### config.mk
export PLATFORM = sky130hd
export DESIGN_NAME = bkc_front
export DESIGN_NICKNAME = d
export VERILOG_FILES = /design/src/hdl/assert_macros.svh /design/src/hdl/bkc_pkg.sv /design/src/hdl/bkc_front.sv
export SDC_FILE = /design/constraint.sdc
export NUM_CORES = 1
export LEC_CHECK = 0
export BUFFER_PORTS_ARGS = -buffer_cell sky130_fd_sc_hd__buf_2
export CAP_MARGIN = 25
export CORE_MARGIN = 5
export CORE_UTILIZATION = 29
export CTS_CLUSTER_DIAMETER = 60
export CTS_CLUSTER_SIZE = 24
export DETAILED_ROUTE_END_ITERATION = 10
export MAX_ROUTING_LAYER = met4
export PLACE_DENSITY = 0.51
export SLEW_MARGIN = 20
export SYNTH_ARGS = -nofsm -noshare
export SYNTH_HDL_FRONTEND = slang
export SYNTH_SLANG_ARGS = --single-unit
export TNS_END_PERCENT = 10
### constraint.sdc
create_clock -name clk -period 6.73 [get_ports clk]
set_clock_uncertainty 0.1 [all_clocks]
set_input_delay 1.346 -clock clk [delete_from_list [all_inputs] [get_ports clk]]
set_output_delay 1.346 -clock clk [all_outputs]
set_load 0.05 [all_outputs]
### src/hdl/assert_macros.svh
// Assertion macros shared by the collator modules.
`ifndef ASSERT_MACROS_SVH
`define ASSERT_MACROS_SVH

// The property must hold at every clock edge outside reset.
`define BKC_ASSERT(label, prop) \
  label: assert property (@(posedge clk) disable iff (rst) prop) \
    else $error("assertion failed");

// The condition must never be seen outside reset.
`define BKC_NEVER(label, cond) \
  `BKC_ASSERT(label, !(cond))

`endif

### src/hdl/bkc_pkg.sv
// Types and constants of the advertising key collator.
package bkc_pkg;

  typedef enum logic [1:0] {
    KIND_LOAD  = 2'd0,
    KIND_BYTE  = 2'd1,
    KIND_CLEAR = 2'd2,
    KIND_READ  = 2'd3
  } kind_t;

  localparam logic [2:0] ST_NAME    = 3'd0;
  localparam logic [2:0] ST_NO_KEY  = 3'd1;
  localparam logic [2:0] ST_UNKNOWN = 3'd2;
  localparam logic [2:0] ST_UPDATED = 3'd3;
  localparam logic [2:0] ST_CREATED = 3'd4;
  localparam logic [2:0] ST_FULL    = 3'd5;
  localparam logic [2:0] ST_READ    = 3'd6;

  localparam logic [7:0]  TYPE_FLAGS      = 8'h01;
  localparam logic [7:0]  TYPE_SHORT_NAME = 8'h08;
  localparam logic [7:0]  TYPE_FULL_NAME  = 8'h09;
  localparam logic [15:0] HITS_MAX        = 16'hFFFF;

  localparam int QUEUE_DEPTH = 2;

  typedef struct packed {
    kind_t       kind;
    logic [47:0] address;
    logic [15:0] key;
    logic [7:0]  ptype;
    logic [7:0]  length;
    logic [5:0]  device_index;
    logic [3:0]  slot_index;
    logic [4:0]  byte_index;
  } request_t;

  typedef struct packed {
    logic [15:0] key;
    logic [15:0] hits;
    logic [7:0]  length;
  } slot_entry_t;

  typedef enum logic [3:0] {
    B_IDLE,
    B_DISPATCH,
    B_READ_WAIT,
    B_LOOKUP_RD,
    B_LOOKUP_CMP,
    B_USED_RD,
    B_SLOT_START,
    B_SLOT_CHECK,
    B_SLOT_CMP,
    B_DECIDE,
    B_COPY_RD,
    B_COPY_WR
  } back_state_t;

endpackage

### src/hdl/bkc_front.sv
// Front parser: takes requests, walks the length/type structures and buffers the packet.
module bkc_front #(
  parameter int PAYLOAD_BYTES = 31
) (
  input  logic              clk,
  input  logic              rst,
  input  logic              start,
  output logic              busy,
  input  logic [1:0]        kind,
  input  logic [47:0]       address,
  input  logic [7:0]        data_byte,
  input  logic              last,
  input  logic [5:0]        device_index,
  input  logic [3:0]        slot_index,
  input  logic [4:0]        byte_index,
  input  logic              q_full,
  output logic              q_push,
  output bkc_pkg::request_t q_data,
  input  logic              pkt_done,
  input  logic [$clog2(PAYLOAD_BYTES)-1:0] pb_raddr,
  output logic [7:0]        pb_rdata
);

  localparam int BPW = $clog2(PAYLOAD_BYTES + 1);
  localparam int NSW = $clog2(PAYLOAD_BYTES + 255);

  logic [7:0] pb_mem [PAYLOAD_BYTES];

  logic [BPW-1:0] byte_position, byte_position_next;
  logic [NSW-1:0] next_start, next_start_next;
  logic [7:0]     pending_length, pending_length_next;
  logic [7:0]     last_type, last_type_next;
  logic           found, found_next;
  logic [15:0]    found_key, found_key_next;
  logic           pkt_lock;

  logic           accept;
  logic           is_byte;
  logic           fin_found;
  logic [15:0]    fin_key;
  logic [7:0]     fin_type;

  assign accept  = start && !busy;
  assign is_byte = (bkc_pkg::kind_t'(kind) == bkc_pkg::KIND_BYTE);
  assign busy    = q_full || pkt_lock;
  assign q_push  = accept && (!is_byte || last);

  always_comb begin
    byte_position_next  = byte_position;
    next_start_next     = next_start;
    pending_length_next = pending_length;
    last_type_next      = last_type;
    found_next          = found;
    found_key_next      = found_key;
    if (byte_position < BPW'(PAYLOAD_BYTES)) begin
      byte_position_next = byte_position + 1'b1;
      if (!found) begin
        if (NSW'(byte_position) == next_start + NSW'(1)) begin
          last_type_next = data_byte;
          if (data_byte != bkc_pkg::TYPE_FLAGS) begin
            found_next     = 1'b1;
            found_key_next = {data_byte, pending_length};
          end else begin
            next_start_next = next_start + NSW'(pending_length) + NSW'(1);
          end
        end
        if (!found_next && NSW'(byte_position) == next_start_next) begin
          pending_length_next = data_byte;
        end
      end
    end
  end

  always_comb begin
    fin_found = found_next;
    fin_key   = found_key_next;
    fin_type  = last_type_next;
    if (!found_next && next_start_next < NSW'(byte_position_next)) begin
      fin_found = 1'b1;
      fin_key   = {8'h00, pending_length_next};
      fin_type  = 8'h00;
    end
  end

  always_comb begin
    q_data              = '0;
    q_data.kind         = bkc_pkg::kind_t'(kind);
    q_data.address      = address;
    q_data.device_index = device_index;
    q_data.slot_index   = slot_index;
    q_data.byte_index   = byte_index;
    if (is_byte) begin
      q_data.key    = fin_found ? fin_key : 16'h0000;
      q_data.ptype  = fin_type;
      q_data.length = 8'(byte_position_next);
    end
  end

  always_ff @(posedge clk) begin
    if (accept && is_byte && byte_position < BPW'(PAYLOAD_BYTES)) begin
      pb_mem[byte_position[$clog2(PAYLOAD_BYTES)-1:0]] <= data_byte;
    end
    pb_rdata <= pb_mem[pb_raddr];
  end

  always_ff @(posedge clk) begin
    if (rst) begin
      byte_position  <= '0;
      next_start     <= '0;
      pending_length <= '0;
      last_type      <= '0;
      found          <= 1'b0;
      found_key      <= '0;
      pkt_lock       <= 1'b0;
    end else begin
      if (pkt_done) begin
        pkt_lock <= 1'b0;
      end
      if (accept && is_byte) begin
        if (last) begin
          byte_position  <= '0;
          next_start     <= '0;
          pending_length <= '0;
          last_type      <= '0;
          found          <= 1'b0;
          found_key      <= '0;
          pkt_lock       <= 1'b1;
        end else begin
          byte_position  <= byte_position_next;
          next_start     <= next_start_next;
          pending_length <= pending_length_next;
          last_type      <= last_type_next;
          found          <= found_next;
          found_key      <= found_key_next;
        end
      end
    end
  end

endmodule

# [Word-level counts from Yosys, hierarchy flattened]
# Memories as Yosys holds them, arrays and structs flattened. A register that Yosys moved wholly into a read port is not among the register bits.
# Index checks and enable logic that the tools add are counted.
[op_classes] add_sub_neg=4 order_cmp=2 n_eq_ne=4 muxes=39 reduce_logical=12
[ops] operator="$mux W16" count=7
[ops] operator="$mux W8" count=9
[ops] operator="$mux W9" count=7
[ops] operator="$mux W32" count=1
[ops] operator="$add A9 B1 Y9 const B" count=2
[ops] operator="$eq A5 B9 Y1" count=2
[ops] operator="$mux W1" count=13
[ops] operator="$mux W5" count=2
[ops] operator="$add A9 B8 Y9" count=1
[ops] operator="$lt A9 B5 Y1" count=1
[ops] operator="$ne A8 B1 Y1 const B" count=1
[ops] operator="$logic_and A1 B1 Y1" count=6
[ops] operator="$add A5 B1 Y5 const B" count=1
[ops] operator="$lt A5 B5 Y1 const B" count=1
[ops] operator="$logic_not A1 Y1" count=4
[ops] operator="$eq A2 B1 Y1 const B" count=1
[ops] operator="$logic_or A1 B1 Y1" count=2
[totals] regBits=48 mem_bits_rw=248 input_bits=84 output_inout_bits=107 elab_cells=69 n_memories=1
[memory_table] memory="pb_mem" depth=31 width=8 rd=1 rd_ports_with_merged_regs=1 wr=1 line="bkc_front.sv:27" rtl="logic [7:0] pb_mem [PAYLOAD_BYTES];"

# [Longest topological paths before layout]
[depth] ltp_word=14 mapped_depth=17 mapped_depth_nobuf=15

# [Worst setup path before layout]
# Ideal clock, no wire load.
[synth_timing] path_type="in2out" start="input data_byte[1]" end="output q_data[35] (netlist bit)" arrival_ps=4828 required_time_ps=5284 setup_slack_ps=456 path_stages=15 path_buffers=1 path_cell_list="nor4b_1 -> nand2_1 -> nor3_1 -> nand4_1 -> nand2_1 -> o21ai_0 -> ha_1 -> a21o_1 -> a21o_1 -> a21oi_1 -> o211ai_1 -> a311oi_2 -> buf_2 -> o21ai_1 -> a21oi_1"
[synth_lines] element="start: declaration" line="bkc_front.sv:11" rtl="input logic [7:0] data_byte,"
[synth_lines] element="end: declaration" line="bkc_front.sv:18" rtl="output bkc_pkg::request_t q_data,"

==> flow_summary.json <==
{
  "status": "finished, final reports clean",
  "drive_gt1_share_pct": 24.05,
  "period_share_pct": 93.16,
  "rrSetupSlack_ns": 2.63,
  "nNetsFinal": 1063,
  "rows": 79,
  "overflow": 0,
  "hpwlAfterDp_um": 23300,
  "grt_util_met3_pct": 3.391,
  "cp_top_family": "compound AO/OA/AOI/OAI gates",
  "synth_edf_count": 248,
  "post_drt_wl_per_cell_um": 22.03,
  "die_h_um": 227.5,
  "timing.fmax_mhz": 159.5,
  "synthFlopType": "edfxtp_1",
  "p_sw_share_pct": 24.33,
  "total_power_mw": 3.693,
  "p_comb_share_pct": 6.6,
  "avgSynthCellArea_sq_um": 14.44,
  "ios": 191,
  "vias": 7938,
  "ant_nets": 0,
  "hold-worst-slack_ns": 0.3912,
  "ctsResizeCount": 0,
  "power_density_nw_per_um2": 243.0,
  "seq_area_frac_synth_pct": 62.45,
  "hp-start": "pkt_lock",
  "maxCapViolCount": 0,
  "p_leak_nw": 5.010,
  "hold_viol_final": 0,
  "clk_latency_ns": 0.54,
  "layoutNonFillerInstCount": 1587,
  "gp_congestion": 0.8631,
  "cts_buffer_depth": 3,
  "portBuffers": 61,
  "grt_setup_unrepaired": "no",
  "h-tree-depth": 1,
  "p_int_mw": 2.794,
  "use_met1_pct": 19.71,
  "cts_tree": "yes",
  "yosysUniqueCellTypes": 60,
  "p_seq_share_pct": 55.2,
  "async_flop_share_pct": 0,
  "grt_pass1_vias": 8044,
  "period_needed_ns": 6.269,
  "busiest_layer": "met2",
  "worstHoldEndpoint": "pkt_lock",
  "peakVddDrop_mv": 0.1095,
  "grt_pass1_wl_um": 52300,
  "avgViaCountPerCell": 5.002,
  "n_fill_cell": 4607,
  "path_class": "flip-flop to primary output",
  "cts_sinks": 304,
  "clock_tree.root_cell": "clkbuf_16",
  "final_common_cell": "edfxtp_1",
  "ys_ff_latch": 304,
  "wirelength_um": 34950,
  "cts.clk_slew.worst_paths_ns": 0.08,
  "area_delta_synth_final_pct": 10.76,
  "drtIter0Drc": 547,
  "core_area_sq_um": 46650,
  "cp.required_ns": 5.28,
  "final_cell_mix": "edfxtp_1, nor2_1, mux4_2",
  "syn_area_sq_um": 13720,
  "die_area_sq_um": 51760,
  "grt_use_met2_pct": 20.00,
  "critPathMaxStageDelay_ns": 0.55,
  "ctsHoldBuffers": 0,
  "path_max_fanout": 14,
  "path_cells": "ha_1 -> and3_1 -> xnor2_1 -> nor3_1 -> and3_2 -> nand3_1 -> o21ai_0 -> ha_1 -> a21o_1 -> a21o_1 -> a21oi_1 -> o211ai_1 -> a311oi_2 -> buf_4 -> o21ai_1 -> a21oi_1 -> buf_2",
  "drc_errors": 0,
  "final-max-slew-violation-count": 0,
  "yosys_warnings": 0,
  "rr_worst_depth": 12,
  "r2r_start": "next_start[0]",
  "worstReg2RegEnd": "pending_length[4]",
  "postSynthCellCount": 950,
  "path_buf_inv": 2,
  "crit_arrival_ns": 4.82,
  "antenna_found_initial": 3,
  "hold_depth": 2,
  "finalSetupViolations": 0,
  "slew_headroom_pct": 34.32,
  "dp_cells": 1541,
  "dp_slack_ns": 0.4223,
  "fin_setup_tns_ns": 0,
  "tightest_slew_ns": 0.9815,
  "cts_buffers": 23,
  "start_kind": "flip-flop",
  "finalWorstSetupSlack_ns": 0.4605,
  "initial_core_util_pct": 29.41,
  "die_w_um": 227.5,
  "end_kind": "primary output",
  "hold_path.class": "flip-flop to flip-flop",
  "cp_slowest_cell": "dfxtp_1",
  "grt.total_usage_pct": 13.76,
  "p_sw_mw": 0.8984,
  "dr.pass1.iters": 5,
  "post_cts_buffers": 0,
  "grt_max_degree": 49,
  "power.share.clock_pct": 38.2
}
layout make-up:
type | count | area (sq um) | share of cell area, %
well taps | 607 | 759.5 | 4.998
clock inverters | 15 | 180.2 | 1.186
multi-input cells | 518 | 4413 | 29.04
diodes | 3 | 7.507 | 0.04940
inverters | 12 | 45.04 | 0.2964
flip-flops and latches | 304 | 8568 | 56.39
repair buffers | 102 | 635.6 | 4.183
clock buffers | 26 | 586.8 | 3.862
flip-flops by register name (all words and copies together) (netlist names):
signal,count
pb_mem,248
found_key,16
next_start,9
last_type,8
pb_rdata,8
pending_length,8
byte_position,5
found,1
pkt_lock,1
per-layer routing:
layer / vias to the layer above / part of all wire (%)
met1: 4041 / 47
met5: - / 0
li1: 3603 / -
met4: 0 / 2.0
met2: 246 / 45
met3: 48 / 6.1
power by group through the flow:
| stage | sequential [mW] | clock [mW] | combinational (mW) |
|---|---|---|---|
| 5_1_grt | 2.04 | 1.53 | 0.261 |
| 3_3_place_gp | 2.08 | 0 | 0.244 |
| 3_5_place_dp | 2.08 | 0 | 0.245 |
| 4_1_cts | 2.04 | 1.45 | 0.246 |
| 6_report | 2.04 | 1.41 | 0.244 |
| 2_1_floorplan | 2.10 | 0 | 0.229 |
stage by stage:
stage | util [%] | area [sq um]
floorplan | - | 13730
global placement | 30.80 | 14370
detailed placement | 30.82 | 14380
CTS | 32.46 | 15150
global route | 32.57 | 15200
finish | 32.57 | 15200
logic make-up (layout without fill, tap and decap cells):
kind of cell / count (synthesis) / after routing / synth area share [%]
AOI/OAI and AO/OA: 143 / 143 / 6.603
xor gates and xnor gates: 17 / 17 / 1.186
adders and majority gates: 18 / 18 / 1.696
buffers and inverters: 130 / 155 / 5.563
DFF: 304 / 304 / 62.45
muxes: 109 / 109 / 14.65
other: 1 / 6 / 0.02733
and+or+nand+nor: 228 / 228 / 7.825
cell usage after synthesis, drive strengths merged, types with 7 or more instances:
library cell	n	area share, %
nor3	27	0.98
a21oi	39	1.4
xor2	8	0.51
a21o	7	0.38
edfxtp	248	54
nand3	16	0.58
inv	12	0.33
buf	88	4.4
xnor2	8	0.51
clkbuf	30	0.82
dfxtp	56	8.2
mux2i	23	1.7
nand2	50	1.4
mux2	14	1.1
a22oi	30	1.6
or4b	7	0.51
o21ai	41	1.5
mux4	72	12
nor2	89	2.4
ha	17	1.6
worst register-to-register path, delay by kind of cell (launching register included):
kind,cells,cell delay [ns]
buf+inv,1,0.12
xor+xnor,2,0.52
simple gates,3,1.13
fa+ha+maj,2,0.67
flops,1,0.55
compound gates,4,0.92
how the worst max path moves through the flow:
stage | end | cells past startpoint | from | slack [ns]
after global placement | q_data[32] | 18 | data_byte[1] | 0.63
after CTS | q_data[34] | 17 | next_start[0] | 0.31
final | q_data[36] | 17 | next_start[0] | 0.46
after global routing | q_data[32] | 17 | next_start[0] | 0.05
after floorplan | q_data[35] | 15 | data_byte[1] | 0.46
after detailed placement | q_data[34] | 18 | data_byte[1] | 0.42
Note: power is estimated with default switching activity, not from simulation.
