`src/hdl/assert_macros.svh`:
```
// Assertion macros shared by the collator modules.
`ifndef ASSERT_MACROS_SVH
`define ASSERT_MACROS_SVH

// The property must hold at every clock edge outside reset.
`define BKC_ASSERT(label, prop) \
  label: assert property (@(posedge clk) disable iff (rst) prop) \
    else $error("assertion failed");

// The condition must never be seen outside reset.
`define BKC_NEVER(label, cond) \
  `BKC_ASSERT(label, !(cond))

`endif

```
`src/hdl/bkc_pkg.sv`:
```
// Types and constants of the advertising key collator.
package bkc_pkg;

  typedef enum logic [1:0] {
    KIND_LOAD  = 2'd0,
    KIND_BYTE  = 2'd1,
    KIND_CLEAR = 2'd2,
    KIND_READ  = 2'd3
  } kind_t;

  localparam logic [2:0] ST_NAME    = 3'd0;
  localparam logic [2:0] ST_NO_KEY  = 3'd1;
  localparam logic [2:0] ST_UNKNOWN = 3'd2;
  localparam logic [2:0] ST_UPDATED = 3'd3;
  localparam logic [2:0] ST_CREATED = 3'd4;
  localparam logic [2:0] ST_FULL    = 3'd5;
  localparam logic [2:0] ST_READ    = 3'd6;

  localparam logic [7:0]  TYPE_FLAGS      = 8'h01;
  localparam logic [7:0]  TYPE_SHORT_NAME = 8'h08;
  localparam logic [7:0]  TYPE_FULL_NAME  = 8'h09;
  localparam logic [15:0] HITS_MAX        = 16'hFFFF;

  localparam int QUEUE_DEPTH = 2;

  typedef struct packed {
    kind_t       kind;
    logic [47:0] address;
    logic [15:0] key;
    logic [7:0]  ptype;
    logic [7:0]  length;
    logic [5:0]  device_index;
    logic [3:0]  slot_index;
    logic [4:0]  byte_index;
  } request_t;

  typedef struct packed {
    logic [15:0] key;
    logic [15:0] hits;
    logic [7:0]  length;
  } slot_entry_t;

  typedef enum logic [3:0] {
    B_IDLE,
    B_DISPATCH,
    B_READ_WAIT,
    B_LOOKUP_RD,
    B_LOOKUP_CMP,
    B_USED_RD,
    B_SLOT_START,
    B_SLOT_CHECK,
    B_SLOT_CMP,
    B_DECIDE,
    B_COPY_RD,
    B_COPY_WR
  } back_state_t;

endpackage

```
`src/hdl/bkc_queue.sv`:
```
// Short request queue between the front parser and the back sequencer.
`include "assert_macros.svh"
module bkc_queue (
  input  logic              clk,
  input  logic              rst,
  input  logic              push,
  input  bkc_pkg::request_t push_data,
  input  logic              pop,
  output bkc_pkg::request_t head,
  output logic              empty,
  output logic              full
);

  localparam int AW = (bkc_pkg::QUEUE_DEPTH > 1) ? $clog2(bkc_pkg::QUEUE_DEPTH) : 1;
  localparam int CW = $clog2(bkc_pkg::QUEUE_DEPTH + 1);

  bkc_pkg::request_t entries [bkc_pkg::QUEUE_DEPTH];
  logic [AW-1:0] wr_ptr;
  logic [AW-1:0] rd_ptr;
  logic [CW-1:0] count;

  assign empty = (count == '0);
  assign full  = (count == CW'(bkc_pkg::QUEUE_DEPTH));
  assign head  = entries[rd_ptr];

  always_ff @(posedge clk) begin
    if (push) begin
      entries[wr_ptr] <= push_data;
    end
  end

  always_ff @(posedge clk) begin
    if (rst) begin
      wr_ptr <= '0;
      rd_ptr <= '0;
      count  <= '0;
    end else begin
      if (push) begin
        wr_ptr <= (wr_ptr == AW'(bkc_pkg::QUEUE_DEPTH - 1)) ? '0 : wr_ptr + 1'b1;
      end
      if (pop) begin
        rd_ptr <= (rd_ptr == AW'(bkc_pkg::QUEUE_DEPTH - 1)) ? '0 : rd_ptr + 1'b1;
      end
      if (push && !pop) begin
        count <= count + 1'b1;
      end else if (pop && !push) begin
        count <= count - 1'b1;
      end
    end
  end

  `BKC_NEVER(queue_no_overflow, push && full && !pop)
  `BKC_NEVER(queue_no_underflow, pop && empty)

endmodule

```
`config.mk`:
```
export PLATFORM = sky130hd
export DESIGN_NAME = bkc_queue
export DESIGN_NICKNAME = d
export VERILOG_FILES = /design/src/hdl/bkc_pkg.sv /design/src/hdl/bkc_queue.sv
export VERILOG_INCLUDE_DIRS = /design/src /design/src/hdl
export SDC_FILE = /design/constraint.sdc
export NUM_CORES = 1
export LEC_CHECK = 0
export ABC_CLOCK_PERIOD_IN_PS = 6310
export BUFFER_PORTS_ARGS = -buffer_cell sky130_fd_sc_hd__buf_4
export CAP_MARGIN = 20
export CORE_ASPECT_RATIO = 1.4
export CORE_UTILIZATION = 40
export CTS_CLUSTER_DIAMETER = 150
export CTS_CLUSTER_SIZE = 14
export DETAILED_ROUTE_END_ITERATION = 16
export GPL_ROUTABILITY_DRIVEN = 0
export GPL_TIMING_DRIVEN = 0
export REMOVE_ABC_BUFFERS = 1
export SYNTH_ARGS = -nofsm -noshare
export SYNTH_HDL_FRONTEND = slang
export SYNTH_SLANG_ARGS = --single-unit
```
`constraint.sdc`:
```
create_clock -name clk -period 6.31 [get_ports clk]
set_clock_uncertainty 0.1 [all_clocks]
set_input_delay 0.3155 -clock clk [delete_from_list [all_inputs] [get_ports clk]]
set_output_delay 0.3155 -clock clk [all_outputs]
set_load 0.01 [all_outputs]
```
# [Word level (Yosys, flattened, before mapping)]
# Memories as Yosys holds them, arrays and structs flattened. A register that Yosys moved wholly into a read port is not among the register bits.
# Cells that the tools add are included.
[word_totals] input_bits=101 out_inout_bits=99 mem_count=1 regBits=4 mem_bits_rw=194
[mem_list] memory="entries" words=2 width=97 rd=1 rd_clocked_by_memory_dff=1 write_ports=1 line_no="bkc_queue.sv:17" text="bkc_pkg::request_t entries [bkc_pkg::QUEUE_DEPTH];"
[classes] n_mux=8 eq_ne=1 n_reduce_logical=6 n_addsub=4
[op_table] cell="$mux 1" n=6
[op_table] cell="$mux 2" n=2
[op_table] cell="$add 1x1->1 const B" n=2
[op_table] cell="$add 2x1->2 const B" n=1
[op_table] cell="$eq 2x2->1 const B" n=1
[op_table] cell="$logic_and 1x1->1" n=2
[op_table] cell="$logic_not 1->1" n=2
[op_table] cell="$logic_not 2->1" n=1
[op_table] cell="$reduce_bool 2->1" n=1
[op_table] cell="$sub 2x1->2 const B" n=1

# [Depth between registers and ports, before layout]
# Gate-level depths: netlist of the first run.
[depth] ltp_word=4 mapped_depth=5

# [Least setup slack after synthesis of the first run]
# OpenSTA, ideal clock, no wires.
[synth_timing] kind="register to register" start="reg wr_ptr" end="mem entries[0][0] in the netlist's numbering, enable pin" synth_period_minus_slack_ns=5.288 path_stages_with_launch=2 setup_slack_ns=1.022 n_path_buf=0 arrival_ns=4.623 required_ns=5.645 cell_sequence="dfxtp_1 nor2b_1"
[synth_lines] item="from (decl)" line_no="bkc_queue.sv:18" text="logic [AW-1:0] wr_ptr;"
[synth_lines] item="from (signal assigned)" line_no="bkc_queue.sv:39" text="wr_ptr <= (wr_ptr == AW'(bkc_pkg::QUEUE_DEPTH - 1)) ? '0 : wr_ptr + 1'b1;"
[synth_lines] item="to (decl)" line_no="bkc_queue.sv:17"
# Straight into the memory's write port.

==> results of run 1 <==
[final timing paths]
path           from  depth (start not counted)        endpoint  slack, ps
max reg2reg  wr_ptr                          2  entries[1][47]       4530
max            flop                          3        head[89]       3720
min reg2reg  rd_ptr                          2            flop        410
min             pop                          3            flop         60
[stage by stage]
stage / area [um2] / util / instances / setup TNS, ps / setup WS [ps]
global placement: 9030 / 0.504 / 752 / -156320 / -1610
detailed placement: 9170 / 0.511 / 757 / 0 / 4110
floorplan: 7240 / - / 313 / 0 / 1020
finish: 10700 / 0.600 / 887 / 0 / 3720
CTS: 10700 / 0.600 / 887 / 0 / 3650
global route: 10700 / 0.600 / 887 / 0 / 3590
[state kept, by name, indices dropped and copies added, names as in the netlist, named ones only]
| register | flops |
|---|---|
| count | 2 |
| entries | 194 |
| rd_ptr | 1 |
| wr_ptr | 1 |
[power breakdown]
group | internal (mW) | switching [mW] | total (mW)
Clock | 0.626 | 0.467 | 1.09
Sequential | 1.54 | 0.0322 | 1.57
Combinational | 0.260 | 0.174 | 0.434
[placed cells by master, fill, tap and decap left out, types with 2 or more instances in the layout]
| cell | instances |
|---|---|
| inv_6 | 2 |
| buf_4 | 199 |
| buf_12 | 2 |
| clkinv_1 | 4 |
| edfxtp_1 | 194 |
| mux2_2 | 67 |
| inv_8 | 2 |
| buf_16 | 3 |
| dlygate4sd3_1 | 98 |
| mux2_4 | 30 |
| bufinv_16 | 3 |
| clkinvlp_4 | 2 |
| xor2_1 | 2 |
| dfxtp_1 | 4 |
| nor2_1 | 5 |
| xnor2_1 | 2 |
| clkbuf_16 | 17 |
[timing repair]
action,CTS,global route
hold endpoints to repair,199,0
buffers inserted,0,0
hold buffers,98,0
[cell families after synthesis]
logic type      count (synthesis)
xor+xnor                        4
flops                         199
mux                            97
buf+inv                        12
fa+ha+maj                       1
simple gates                    9
compound gates                  2
[critical path: stages (launching register included)]
cell     delay, ps
dfxtp_4        830
buf_16         350
mux2_2         380
buf_4          140
[metal layers]
layer	GRT usage	wire length (um)
met5	0	0
met4	0.0909	497
met3	0.0351	612
met2	0.295	8140
met1	0.139	4870
[final cells by class]
type | instances | share of cell area
clock inverter | 15 | 0.0162
sequential | 199 | 0.552
timing repair buffer | 302 | 0.242
clock buffer | 17 | 0.0396
multi-input combinational | 113 | 0.122
tap | 240 | 0.0279
inverter | 1 | 0.000349
==> key figures, run 1 <==
Finish
  – Proportion of layout cells with a drive suffix above 1: 0.513
  – Reg area: 5930 um2
  – Fillers: 1,404
  – Area delta synth->final: 46.8%
  – # diodes: 0
  – Final #Nets: approximately 740
  – Area occupied by multi-input gates: roughly 1300 um2

Synthesis
  – Post-Synth Simple-Gate Area: 0.00598
  – Largest family of logic cells by synthesized area: multiplexers
  – Mean area per synthesized cell: between 20 and 25 um2
  – Asr flop ratio synth: 0
  – Mux contribution to synthesized area: 0.165
  – Synth area leaders: edfxtp_1 80%, mux2_2 10%, mux2_4 6.2%
  – Adder-cell share of the synthesized area: 0.00171
  – Top-count cell post-synth: edfxtp_1
  – Synth unique cells: 16
  – Synthesized area: about 7300 um2
  – Ys flop type: edfxtp_1
  – Sequential area share after synthesis: 0.809
  – Largest area contributor in the netlist: edfxtp_1
  – EDFF count, synth: slightly below 200
  – Xor/xnor share of the synthesized area: 0.00478
  – Yosys warnings: 0
  – Mapped Cells: 324
  – Yosys top cell area share: 0.796
  – Commonest cells in the netlist: 194 x edfxtp_1, 67 x mux2_2, 30 x mux2_4
  – Area fraction in compound gates after synthesis: 0.00137
  – Register bit total from synthesis: 199

Detailed routing
  – Final WL: 14,100 um
  – Per-cell routed wire length: ~16 um
  – Drt drc: 0
  – Starting DRC count in detailed routing: approximately 130
  – Via Count: 4,029
  – Number of detailed-route iterations in the first pass: 4
  – Antenna-violating nets left: 0
  – Vias/cell: 4.54

Clock network
  – # clock sinks: 199
  – Clk slew on worst S/H paths: 70 ps
  – H-tree Lvls: 4
  – CTS tree: built
  – Clock Tree Root: clkbuf_16
  – Cts bufs inserted: 17
  – Worst-Skew Late Latency: between 400 and 500 ps
  – Clock Tree Buf Depth: 2
  – Post-cts sizing count: 0

Floorplan
  – Die H: roughly 160 um
  – Placeable core area: between 15,000 and 20,000 um2
  – Row count: 58
  – Die W: between 100 and 150 um
  – Starting density of the core: 0.408
  – Die area: about 19,000 um2
  – Ports: 200

Critical path
  – Setup Crit Path Kind: flop to output pin
  – CP Max Fanout: between 50 and 60
  – Startpoint Class: flop
  – CP arrival: around 2200 ps
  – Worst EP required: 5890 ps
  – CP Capture Type: output pin

STA
  – Max_slew headroom: 0.484
  – F_max: a little under 0.4 GHz
  – Fin. max-slew vios: 0
  – Setup Viol. Count Final: 0
  – Worst-Margin Slew: around 770 ps
  – Final hold violation count: 0
  – RSZ-0062 raised after global routing: no
  – Final min period: about 2600 ps
  – Hold_ws: 57.2 ps
  – Period utilization: 0.411

Global route
  – GRT Resource Usage Total: 0.153
  – Remaining Overflow, GRT: 0
  – Vias in the first global route: 4,417
  – Initial antenna violation count: 0
  – Largest net degree at the start of global routing: 65
  – First-pass GRT wire length: roughly 21,000 um

Placed design
  – IO Port Bufs: roughly 200
  – HPWL Detailed: 8920 um

Hold path
  – Hold Path Class: input pin to flop

Status
  – Status: finished, final reports clean

Pwr
  – PnR Total Power: between 3 and 4 mW
  – Peak supply drop: 0.000197 V
  – Power Dens Cells: 288 nW/um2
  – LEAKAGE: a little over 4 nW

Flow run
  – Max_cap viols: 0
Power figures use the tool's default switching activity.
==> run 2: changes to the inputs <==
--- a/config.mk
+++ b/config.mk
@@ -6,7 +6,7 @@
 export SDC_FILE = /design/constraint.sdc
 export NUM_CORES = 1
 export LEC_CHECK = 0
-export ABC_CLOCK_PERIOD_IN_PS = 6310
+export ABC_CLOCK_PERIOD_IN_PS = 2600
 export BUFFER_PORTS_ARGS = -buffer_cell sky130_fd_sc_hd__buf_4
 export CAP_MARGIN = 20
 export CORE_ASPECT_RATIO = 1.4
==> constraint.sdc (replaced) <==
create_clock -name clk -period 2.6 [get_ports clk]
set_clock_uncertainty 0.1 [all_clocks]
set_input_delay 0.13 -clock clk [delete_from_list [all_inputs] [get_ports clk]]
set_output_delay 0.13 -clock clk [all_outputs]
set_load 0.01 [all_outputs]
==> key figures, run 2 (synthesized netlist as in run 1, its figures left out) <==
Status
  – Status: finished, final reports clean

Finish
  – Proportion of layout cells with a drive suffix above 1: 0.511
  – Final #Nets: 739
  – Largest registers: entries: 194 flops, count: 2 flops
  – Core Util, Final: 0.601
  – Final Cell Area: around 11,000 um2
  – Most flops, register: entries
  – Most common cell after layout, fill and taps aside: buf_4
  – Most frequent cells in the layout: 199 x buf_4, 194 x edfxtp_1, 101 x dlygate4sd3_1
  – Max reg flops: 194
  – # diodes: 0
  – Area delta synth->final: 47.2%
  – Finished Layout Cells: about 900

STA
  – Final hold violation count: 0
  – Final WS setup: 196 ps
  – Hold_ws: about 330 ps
  – F_max: 0.416 GHz
  – Setup Viol. Count Final: 0
  – RSZ-0062 raised after global routing: no
  – Final min period: ~2400 ps
  – Fin. max-slew vios: 0
  – Worst-Margin Slew: between 700 and 800 ps
  – Period utilization: 0.925
  – Max_slew headroom: 0.484

Critical path
  – Worst EP required: 2370 ps
  – Setup Crit Path Kind: flop to output pin
  – Delay-heaviest family, CP: flip-flops
  – CP arrival: approximately 2200 ps
  – Cell at the slowest stage of the critical path: dfxtp_4
  – CP Capture Type: output pin
  – Startpoint Class: flop
  – Slowest stage delay, CP: approximately 830 ps
  – Buf+Inv Stages, Crit Path: 2
  – CP Cell Sequence: buf_16 -> mux2_2 -> buf_4
  – CP Max Fanout: 51

Clock network
  – Clock Tree Buf Depth: 2
  – Clock Tree Root: clkbuf_16
  – Worst-Skew Late Latency: ~420 ps
  – Postcts setup bufs: 0
  – H-tree Lvls: 4
  – Clk slew on worst S/H paths: ~70 ps
  – Cts bufs inserted: 17
  – # clock sinks: about 200
  – CTS tree: built

Global route
  – Grt met3 use: 0.0351
  – Initial antenna violation count: 0
  – GRT busiest layer: met2
  – M2 GR Usage: 0.297
  – Remaining Overflow, GRT: 0
  – Largest net degree at the start of global routing: 65
  – First-pass GRT wire length: between 20,000 and 25,000 um
  – GRT Resource Usage Total: 0.153
  – Met1 Usage GRT: 0.139
  – Vias in the first global route: between 4,000 and 5,000

Detailed routing
  – Number of detailed-route iterations in the first pass: 4
  – Via Count: 4,043
  – Drt drc: 0
  – Starting DRC count in detailed routing: about 120
  – Per-cell routed wire length: 15.9 um
  – Vias/cell: between 4 and 5
  – Final WL: around 14,000 um
  – Antenna-violating nets left: 0

Placed design
  – IO Port Bufs: about 200
  – Pre-CTS setup slack: around 590 ps
  – DP Area: 9170 um2
  – HPWL Detailed: 8920 um
  – Cells after DPL: around 760

Floorplan
  – Starting density of the core: 0.408
  – Die H: around 160 um
  – Ports: 200
  – Die area: between 15,000 and 20,000 um2
  – Row count: 58
  – Placeable core area: 17,900 um2
  – Die W: roughly 120 um

Flow run
  – Max_cap viols: 0

Pwr
  – Power Dens Cells: ~700 nW/um2
  – LEAKAGE: 4.12 nW
  – Peak supply drop: between 0.0004 and 0.0005 V

Hold path
  – Hold Path Class: input pin to flop
run 2: cell types whose count changed in the layout (fill, tap and decap cells not counted), sizes merged:
| cell | previous run | this run |
|---|---|---|
| dlygate4sd3 | 98 | 101 |
run 2: path summary, 6_finish.rpt:
check / from / endpoint / slack (ps) / cells past startpoint
min reg2reg: rd_ptr / rd_ptr / 410 / 2
max reg2reg: wr_ptr / entries[1][47] / 820 / 2
max: flop / head[89] / 200 / 3
min: push_data[7] / entries[0][7] / 330 / 2
run 2: stage by stage:
step | power, mW | TNS (ps)
floorplan | 4.35 | -407050
global placement | 4.86 | -914570
detailed placement | 4.84 | 0
CTS | 7.62 | 0
global route | 7.79 | 0
finish | 7.53 | 0
run 2: routing by layer:
layer | vias to the layer above | wire (um)
met2 | 122 | 8230
met5 | - | 0
li1 | 1903 | -
met1 | 1986 | 4820
met4 | 0 | 510
met3 | 32 | 613
run 2: worst reg2reg max path, delay by kind of cell, from the launching register on:
family                 cells  cell delay [ps]
buffers and inverters      1              360
flip-flops                 1              410
AND/OR/NAND/NOR            1              520
run 2: power by group:
group | internal (mW) | switching, mW | total [mW]
Sequential | 3.74 | 0.0782 | 3.82
Combinational | 0.634 | 0.424 | 1.06
Clock | 1.52 | 1.13 | 2.65
Total | 5.89 | 1.64 | 7.53
run 2: area by class of cell:
cell class                 count  area [um2]
multi-input combinational    113        1320
clock buffer                  17         425
sequential                   199        5930
inverter                       1        3.75
timing repair buffer         305        2630
fill                        1396        7150
tap                          240         300
clock inverter                15         174
run 2: repair_timing:
action,CTS,global route
gates resized for setup,0,0
hold buffers,101,0
hold endpoints to repair,199,0
